<file path="src/hw/rtl/fbfl_pkg.sv">
// Shared types, constants and codes for the fixed-block free-list allocator.
package fbfl_pkg;

  // Field and datapath widths
  localparam int ADDR_W    = 32;
  localparam int SIZE_W    = 16;
  localparam int STRIDE_W  = 17;
  localparam int COUNT_W   = 9;
  localparam int KIND_W    = 2;
  localparam int CFG_IDX_W = 2;

  // Defaults for the top-level parameters
  localparam int MAX_BLOCKS_DEF   = 256;
  localparam int HEADER_BYTES_DEF = 12;

  // Register indexes
  localparam logic [CFG_IDX_W-1:0] REG_REGION_START = 2'd0;
  localparam logic [CFG_IDX_W-1:0] REG_BLOCK_BYTES  = 2'd1;
  localparam logic [CFG_IDX_W-1:0] REG_BLOCK_COUNT  = 2'd2;

  // Item kinds
  localparam logic [KIND_W-1:0] KIND_BUILD = 2'd0;
  localparam logic [KIND_W-1:0] KIND_ALLOC = 2'd1;
  localparam logic [KIND_W-1:0] KIND_FREE  = 2'd2;

  // Reset values of the registers
  localparam logic [ADDR_W-1:0]  REGION_START_RST = '0;
  localparam logic [SIZE_W-1:0]  BLOCK_BYTES_RST  = 16'd4;
  localparam logic [COUNT_W-1:0] BLOCK_COUNT_RST  = '0;

  typedef struct packed {
    logic [KIND_W-1:0] kind;
    logic [ADDR_W-1:0] block_address;
  } in_item_t;

  typedef struct packed {
    logic [ADDR_W-1:0] address;
    logic              status;
  } out_item_t;

  typedef enum logic [2:0] {
    ST_IDLE,
    ST_DIV,
    ST_LINK,
    ST_BUILD,
    ST_DONE
  } state_t;

  // Divider request and response
  typedef struct packed {
    logic                start;
    logic [ADDR_W-1:0]   dividend;
    logic [STRIDE_W-1:0] divisor;
  } div_req_t;

  typedef struct packed {
    logic                done;
    logic [ADDR_W-1:0]   quotient;
    logic [STRIDE_W-1:0] remainder;
  } div_rsp_t;

endpackage

</file>
<file path="src/hw/rtl/fbfl_div.sv">
// Radix-2 restoring divider: one quotient bit per cycle.
module fbfl_div (
  input  logic             clk,
  input  logic             rst,
  input  fbfl_pkg::div_req_t req,
  output fbfl_pkg::div_rsp_t rsp
);

  localparam int CNT_W = $clog2(fbfl_pkg::ADDR_W);
  localparam logic [CNT_W-1:0] LAST_STEP = CNT_W'(fbfl_pkg::ADDR_W - 1);

  logic                          busy;
  logic                          done;
  logic [CNT_W-1:0]              step;
  logic [fbfl_pkg::ADDR_W-1:0]   quo;
  logic [fbfl_pkg::STRIDE_W-1:0] rem;
  logic [fbfl_pkg::STRIDE_W-1:0] dvs;
  logic [fbfl_pkg::STRIDE_W:0]   trial;
  logic [fbfl_pkg::STRIDE_W:0]   diff;
  logic                          fits;

  // Shift in the next dividend bit and try a subtract
  always_comb begin
    trial = {rem, quo[fbfl_pkg::ADDR_W-1]};
    diff  = trial - {1'b0, dvs};
    fits  = trial >= {1'b0, dvs};
  end

  always_ff @(posedge clk) begin
    if (rst) begin
      busy <= 1'b0;
      done <= 1'b0;
      step <= '0;
    end else begin
      done <= 1'b0;
      if (req.start) begin
        busy <= 1'b1;
        step <= '0;
      end else if (busy) begin
        step <= step + CNT_W'(1);
        if (step == LAST_STEP) begin
          busy <= 1'b0;
          done <= 1'b1;
        end
      end
    end
  end

  // Operand and partial-result registers
  always_ff @(posedge clk) begin
    if (req.start) begin
      quo <= req.dividend;
      rem <= '0;
      dvs <= req.divisor;
    end else if (busy) begin
      quo <= {quo[fbfl_pkg::ADDR_W-2:0], fits};
      rem <= fits ? diff[fbfl_pkg::STRIDE_W-1:0] : trial[fbfl_pkg::STRIDE_W-1:0];
    end
  end

  assign rsp.done      = done;
  assign rsp.quotient  = quo;
  assign rsp.remainder = rem;

endmodule

</file>
<file path="config.mk">
export PLATFORM = sky130hd
export DESIGN_NAME = fbfl_div
export DESIGN_NICKNAME = d
export VERILOG_FILES = /design/src/hw/rtl/fbfl_pkg.sv /design/src/hw/rtl/fbfl_div.sv
export SDC_FILE = /design/constraint.sdc
export NUM_CORES = 1
export LEC_CHECK = 0
export BUFFER_PORTS_ARGS = -buffer_cell sky130_fd_sc_hd__buf_4
export CAP_MARGIN = 25
export CORE_AREA = 4 4 104 77
export CTS_BUF_LIST = sky130_fd_sc_hd__clkbuf_16
export CTS_CLUSTER_SIZE = 16
export DETAILED_ROUTE_END_ITERATION = 6
export DIE_AREA = 0 0 108 81
export PLACE_DENSITY = 0.84
export SLEW_MARGIN = 40
export SYNTH_ARGS = -nofsm -noshare
export SYNTH_HDL_FRONTEND = slang
export SYNTH_SLANG_ARGS = --single-unit
</file>
<file path="constraint.sdc">
create_clock -name clk -period 3.8 [get_ports clk]
set_input_delay 0.19 -clock clk [delete_from_list [all_inputs] [get_ports clk]]
set_output_delay 0.19 -clock clk [all_outputs]
set_load 0.01 [all_outputs]
</file>
==> results of run 1 <==
## registers in the layout, summed over array words and instances (netlist names)
name  count
busy      1
rem      17
done      1
dvs      17
step      5
quo      32
## cells by family after synthesis
kind of cell / synth area share
simple gates: 0.0987
buf+inv: 0.0464
xor+xnor: 0.0404
flops: 0.500
fa+ha+maj: 0.0660
mux: 0.128
compound gates: 0.121
## power by group through the flow
stage	sequential (W)	combinational, W	clock, W
final	0.000973	0.000520	0.000835
after global routing	0.000981	0.000568	0.000892
after CTS	0.000973	0.000517	0.000847
after detailed placement	0.000989	0.000512	0
after global placement	0.000985	0.000501	0
after floorplan	0.00100	0.000311	0
## metrics by stage
stage	utilization	worst slack, ns	hold WS (ns)	cell area [um2]
global placement	0.669	1.24	0.368	4730
finish	0.711	1.02	0.0261	5020
detailed placement	0.669	1.08	0.369	4730
CTS	0.711	1.06	0.0216	5020
floorplan	-	1.35	0.262	3910
global route	0.711	0.896	0.0158	5020
## worst max-delay path, stage by stage, from the launching register on
cell	delay [ns]
edfxtp_1	0.43
inv_1	0.09
ha_1	0.18
inv_1	0.06
fa_1	0.40
a21oi_1	0.29
o22ai_1	0.13
o21a_2	0.27
nand3_2	0.13
nand2_4	0.22
mux2_2	0.33
## Yosys cell counts (3+ instances only)
cell type,instances,area share
a211oi_1,9,0.017
mux2_2,32,0.092
ha_1,19,0.061
nand2b_1,6,0.0096
xor2_1,9,0.020
nand3_1,6,0.0077
nand2_1,19,0.018
mux2i_1,14,0.036
dfxtp_1,24,0.12
clkbuf_1,7,0.0067
a311oi_1,3,0.0067
nor2_1,30,0.029
and3_1,3,0.0048
xnor2_1,9,0.020
o21ai_0,8,0.010
buf_1,3,0.0029
a21oi_1,15,0.019
inv_1,26,0.025
edfxtp_1,49,0.38
## worst max-delay path by stage
stage | startpoint | to | slack (ns) | cells after the start
after floorplan | quo[31] | quo[0] | 1.35 | 11
after global placement | quo[31] | quo[0] | 1.24 | 10
after detailed placement | quo[31] | quo[0] | 1.08 | 10
after CTS | quo[31] | quo[0] | 1.06 | 10
after global routing | quo[31] | rem[6] | 0.90 | 11
final | quo[31] | quo[0] | 1.02 | 10
## final cells by class
class,count,area share
Inverter,26,0.0194
Tap cell,98,0.0244
Timing Repair Buffer,104,0.155
Sequential cell,73,0.389
Multi-Input combinational cell,228,0.353
Clock inverter,7,0.0142
Clock buffer,9,0.0448
## per-layer routing
| layer | vias up | track usage | part of all wire |
|---|---|---|---|
| li1 | 1441 | - | - |
| met1 | 1445 | 0.304 | 0.45 |
| met2 | 105 | 0.329 | 0.46 |
| met3 | 9 | 0.0659 | 0.077 |
| met4 | 0 | 0.0454 | 0.010 |
| met5 | - | 0 | 0 |
## layout by cell type, fill, tap and decap left out, types with 3 or more instances in the layout
master,count
a211oi_1,9
a21oi_1,15
a311oi_1,3
and3_1,3
buf_4,104
clkbuf_16,9
dfxtp_1,24
edfxtp_1,49
ha_1,19
inv_1,27
mux2_2,32
mux2i_1,14
nand2_1,19
nand2b_1,6
nand3_1,6
nor2_1,30
o21ai_0,8
xnor2_1,9
xor2_1,9
==> results.tsv, run 1 <==
stage	metric	value	unit
cells_and_area	area grow syn2layout	28.6	%
setup_path	RR Startpoint	quo[31]	
worst_hold_path	hold path startpoint	rst	
power_and_ir_drop	combinational fraction of design power	0.223	
grt	initial antenna violation count	0	
die	die width	108	um
routing	DRC viols	0	
setup_path	FF-to-FF path depth	10	
setup_path	CP Launch Type	flip-flop	
clock_network	worst skew pair latency	0.33	ns
synth	YS warnings	0	
power_and_ir_drop	switching pwr	0.000643	W
timing	fin crit share	0.732	
place	Placer Congestion	0.916	
die	Row Count	26	
power_and_ir_drop	LEAKAGE	2.15	nW
cells_and_area	combined area of the multi-input logic cells	1770	um2
timing	RSZ-0062 raised after global routing	no	
synth	post-synth net total	413	
clock_network	clock sinks	73	
cells_and_area	fillcell total	507	
routing	vias	3000	
synth	post-synthesis register bit count	73	
cells_and_area	# diodes	0	
grt	vias in the first global route	2859	
synth	number of synthesized flops with an enable pin	49	
timing	Slew HR	0.655	
worst_hold_path	Hold/Removal Path Class	in -> reg	
worst_hold_path	Hold EP	busy	
timing	final setup fails	0	
worst_hold_path	hold depth	2	
synth	syn_area_per_cell	11.5	um2
synth	sequential area share after synthesis	0.500	
die	die area	8750	um2
clock_network	post-CTS sizing	0	
clock_network	CTS root buffer	clkbuf_16	
synth	post-synth cell types	57	
setup_path	r2r endpoint	quo[0]	
routing	DRT Wirelength	9000	um
die	Die H	81	um
timing	final hold violations	0	
power_and_ir_drop	worst vdd ir	0.237	mV
power_and_ir_drop	sequential share of power	0.418	
flow_run	Max Cap Viol	0	
cells_and_area	nets@finish	514	
power_and_ir_drop	Clock power frac	0.359	
grt	GRT overflow	0	
place	Placed Cells	529	
setup_path	Crit path arrival time	2.87	ns
setup_path	worst path required time	3.88	ns
clock_network	Clock transition at path regs	0.06	ns
grt	total track usage	0.215	
synth	Syn Inst Count	341	
die	Initial Util	0.553	
clock_network	CTS tree	yes	
place	detailed placer's ending HPWL	6570	um
timing	Fmax achieved	360	MHz
power_and_ir_drop	total chip power	0.00233	W
synth	Async S/R FF share, synth	0	
cells_and_area	FF+latch area	1950	um2
routing	First DRT Iteration DRCs	216	
die	Core Area	7060	um2
clock_network	CTS H-tree lvls	3	
place	input/output buffers	101	
power_and_ir_drop	Pint	0.00168	W
cells_and_area	share of layout cells above drive strength 1	0.369	
clock_network	clock buffer depth	2	
setup_path	CP Capture Type	flip-flop	
synth	ys flop type	edfxtp_1	
timing	clk_skew	0.00364	ns
die	Ports	102	
setup_path	CP max FO	20	
routing	via/cell ratio	5.50	
grt	first-pass GRT wire length	14600	um
clock_network	cts bufs inserted	9	
routing	Wirelength per Cell	16.5	um
power_and_ir_drop	Switching Share	0.276	
timing	Slew @ Worst Pin	0.515	ns
setup_path	reg-to-reg setup timing slack	1.02	ns
grt	largest net degree at the start of global routing	36	
routing	drt first pass iters	4	
cells_and_area	fin cells	545	
power_and_ir_drop	P per Cell Area	464	nW/um2
synth	Post-Syn Area	3910	um2
clock_network	setup bufs post-CTS	0	
clock_network	hold_buf cts	0	
routing	Antenna Nets Post-Route	0	
run_status	status	complete, no violations	
timing	setup TNS	0	ns
setup_path	critical path class	reg -> reg	
timing	Final min period	2.78	ns
timing	Final Max Slew Viols	0	
Note: power is estimated with default switching activity, not from simulation.
==> run 2: changes to the inputs <==
--- a/config.mk
+++ b/config.mk
@@ -7,12 +7,12 @@
 export LEC_CHECK = 0
 export BUFFER_PORTS_ARGS = -buffer_cell sky130_fd_sc_hd__buf_4
 export CAP_MARGIN = 25
-export CORE_AREA = 4 4 104 77
+export CORE_AREA = 4 4 108 79
 export CTS_BUF_LIST = sky130_fd_sc_hd__clkbuf_16
 export CTS_CLUSTER_SIZE = 16
 export DETAILED_ROUTE_END_ITERATION = 6
-export DIE_AREA = 0 0 108 81
-export PLACE_DENSITY = 0.84
+export DIE_AREA = 0 0 112 83
+export PLACE_DENSITY = 0.79
 export SLEW_MARGIN = 40
 export SYNTH_ARGS = -nofsm -noshare
 export SYNTH_HDL_FRONTEND = slang
==> constraint.sdc (replaced) <==
create_clock -name clk -period 2.9 [get_ports clk]
set_input_delay 0.145 -clock clk [delete_from_list [all_inputs] [get_ports clk]]
set_output_delay 0.145 -clock clk [all_outputs]
set_load 0.01 [all_outputs]
==> run 2 against run 1 <==
Die area rose by 6.3%. Total power rose by 35%. Combinational power rose by 35%. Largest power group unchanged. Critical endpoint unchanged.
==> results.tsv, run 2 (same netlist as run 1, synthesis figures left out) <==
stage	metric	value	unit	change
run_status	status	complete, no violations		
cells_and_area	Reg with most FFs	quo		
worst_hold_path	Hold/Removal Path Class	in -> reg		
worst_hold_path	hold path startpoint	req[32]		
setup_path	CP Capture Type	flip-flop		
setup_path	CP Launch Type	flip-flop		
worst_hold_path	hold depth	2		unchanged
cells_and_area	# diodes	0		unchanged
grt	GRT overflow	0		unchanged
place	Placer Congestion	0.932		+1.8%
clock_network	CTS root buffer	clkbuf_16		
grt	first-pass GRT wire length	15300	um	+5.2%
setup_path	critical path class	reg -> reg		
timing	final hold violations	0		unchanged
place	input/output buffers	101		unchanged
worst_hold_path	Hold EP	quo[15]		
place	detailed placer's ending HPWL	6750	um	+2.9%
routing	Antenna Nets Post-Route	0		unchanged
setup_path	reg-to-reg setup timing slack	0.20	ns	-0.82 ns
die	Ports	102		unchanged
routing	via/cell ratio	5.40		-1.9%
timing	Fmax achieved	370	MHz	+3.0%
power_and_ir_drop	worst vdd ir	0.392	mV	+66%
timing	fin crit share	0.931		+0.199
grt	total track usage	0.207		-0.00792
die	Core Area	7600	um2	+7.7%
grt	largest net degree at the start of global routing	36		unchanged
clock_network	worst skew pair latency	0.34	ns	about the same
cells_and_area	fin cells	566		+3.9%
clock_network	clock buffer depth	2		unchanged
setup_path	CP max FO	20		unchanged
timing	Final min period	2.70	ns	-0.0806 ns
routing	vias	3057		+1.9%
cells_and_area	max reg flops	32		unchanged
cells_and_area	share of layout cells above drive strength 1	0.355		-0.0143
power_and_ir_drop	P per Cell Area	599	nW/um2	+29%
cells_and_area	most frequent cells in the layout	buf_4 (103), edfxtp_1 (49), mux2_2 (32), nor2_1 (30), inv_1 (28)		
power_and_ir_drop	LEAKAGE	2.24	nW	+4.5%
die	Die H	83	um	+2.5%
setup_path	RR Startpoint	quo[31]		
clock_network	CTS H-tree lvls	3		unchanged
clock_network	clock sinks	73		unchanged
routing	DRT Wirelength	9450	um	+4.9%
routing	Wirelength per Cell	16.7	um	+1.0%
timing	Slew @ Worst Pin	0.539	ns	+0.0235 ns
die	Initial Util	0.514		-0.0394
die	Row Count	27		+3.8%
timing	final setup fails	0		unchanged
cells_and_area	nets@finish	532		+3.5%
die	die width	112	um	+3.7%
flow_run	Max Cap Viol	0		unchanged
die	die area	9300	um2	+6.3%
setup_path	CP startpoint	quo[31]		
timing	Slew HR	0.639		-0.0157
cells_and_area	area grow syn2layout	34.1	%	
cells_and_area	most common cell after layout, fill and taps aside	buf_4		
cells_and_area	largest registers	quo (32), dvs (17), rem (17)		
timing	setup TNS	0	ns	unchanged
setup_path	FF-to-FF path depth	10		unchanged
setup_path	worst path required time	2.98	ns	-0.90 ns
place	Placed Cells	532		+0.57%
routing	drt first pass iters	4		unchanged
routing	DRC viols	0		unchanged
routing	First DRT Iteration DRCs	162		-25%
grt	initial antenna violation count	0		unchanged
setup_path	r2r endpoint	quo[0]		
grt	vias in the first global route	2995		+4.8%
timing	Final Max Slew Viols	0		unchanged
timing	clk_skew	0.00526	ns	+0.00162 ns
clock_network	cts bufs inserted	9		unchanged
clock_network	CTS tree	yes		
clock_network	Clock transition at path regs	0.06	ns	about the same
setup_path	Crit path arrival time	2.78	ns	-0.09 ns
timing	RSZ-0062 raised after global routing	no		
## run 2: how the worst max path moves through the flow
stage	to	slack, ns	depth (start not counted)
3_5_place_dp	quo[0]	0.17	10
3_3_place_gp	quo[0]	0.35	10
6_report	quo[0]	0.20	10
4_1_cts	rem[5]	0.15	11
2_1_floorplan	quo[0]	0.45	11
5_1_grt	rem[1]	0.05	11
## run 2: repair_timing
item | in CTS | in global routing
setup endpoints to repair | 0 | 2
setup buffers | 0 | 0
endpoints found under the hold margin | 19 | 0
gates resized for setup | 0 | 1
hold buffers | 18 | 0
## run 2: final cells by class
cell class                 count  area, um2
sequential                    73       1950
inverter                      26       97.6
tap                          101        126
clock inverter                 7       88.8
fill                         570       2360
multi-input combinational    228       1780
clock buffer                   9        225
timing repair buffer         122        973
## run 2: worst max-delay path: stages, from the launching register on
cell,delay [ns]
edfxtp_1,0.43
inv_1,0.11
ha_1,0.17
inv_1,0.05
fa_1,0.41
a21oi_2,0.22
o22ai_1,0.09
o21a_2,0.26
nand3_2,0.14
nand2_4,0.21
mux2_2,0.33
## run 2: metrics by stage
stage	util	setup slack (ns)	power [W]	instance area [um2]	hold slack [ns]
5_1_grt	0.689	0.0452	0.00329	5240	0.101
6_report	0.689	0.200	0.00314	5240	0.108
2_1_floorplan	-	0.451	0.00172	3910	0.217
3_5_place_dp	0.624	0.167	0.00197	4740	0.324
3_3_place_gp	0.624	0.345	0.00195	4740	0.322
4_1_cts	0.689	0.146	0.00316	5240	0.0989
## run 2: metal layers
metal	GRT usage	routed length, um	up-vias
met2	0.329	4320	105
met3	0.0488	643	19
met4	0.0731	184	0
li1	-	-	1485
met1	0.279	4300	1448
met5	0	0	-
## run 2: power by group
group | internal (W) | switching, W
Clock | 0.000746 | 0.000418
Combinational | 0.000343 | 0.000358
Sequential | 0.00122 | 0.0000584
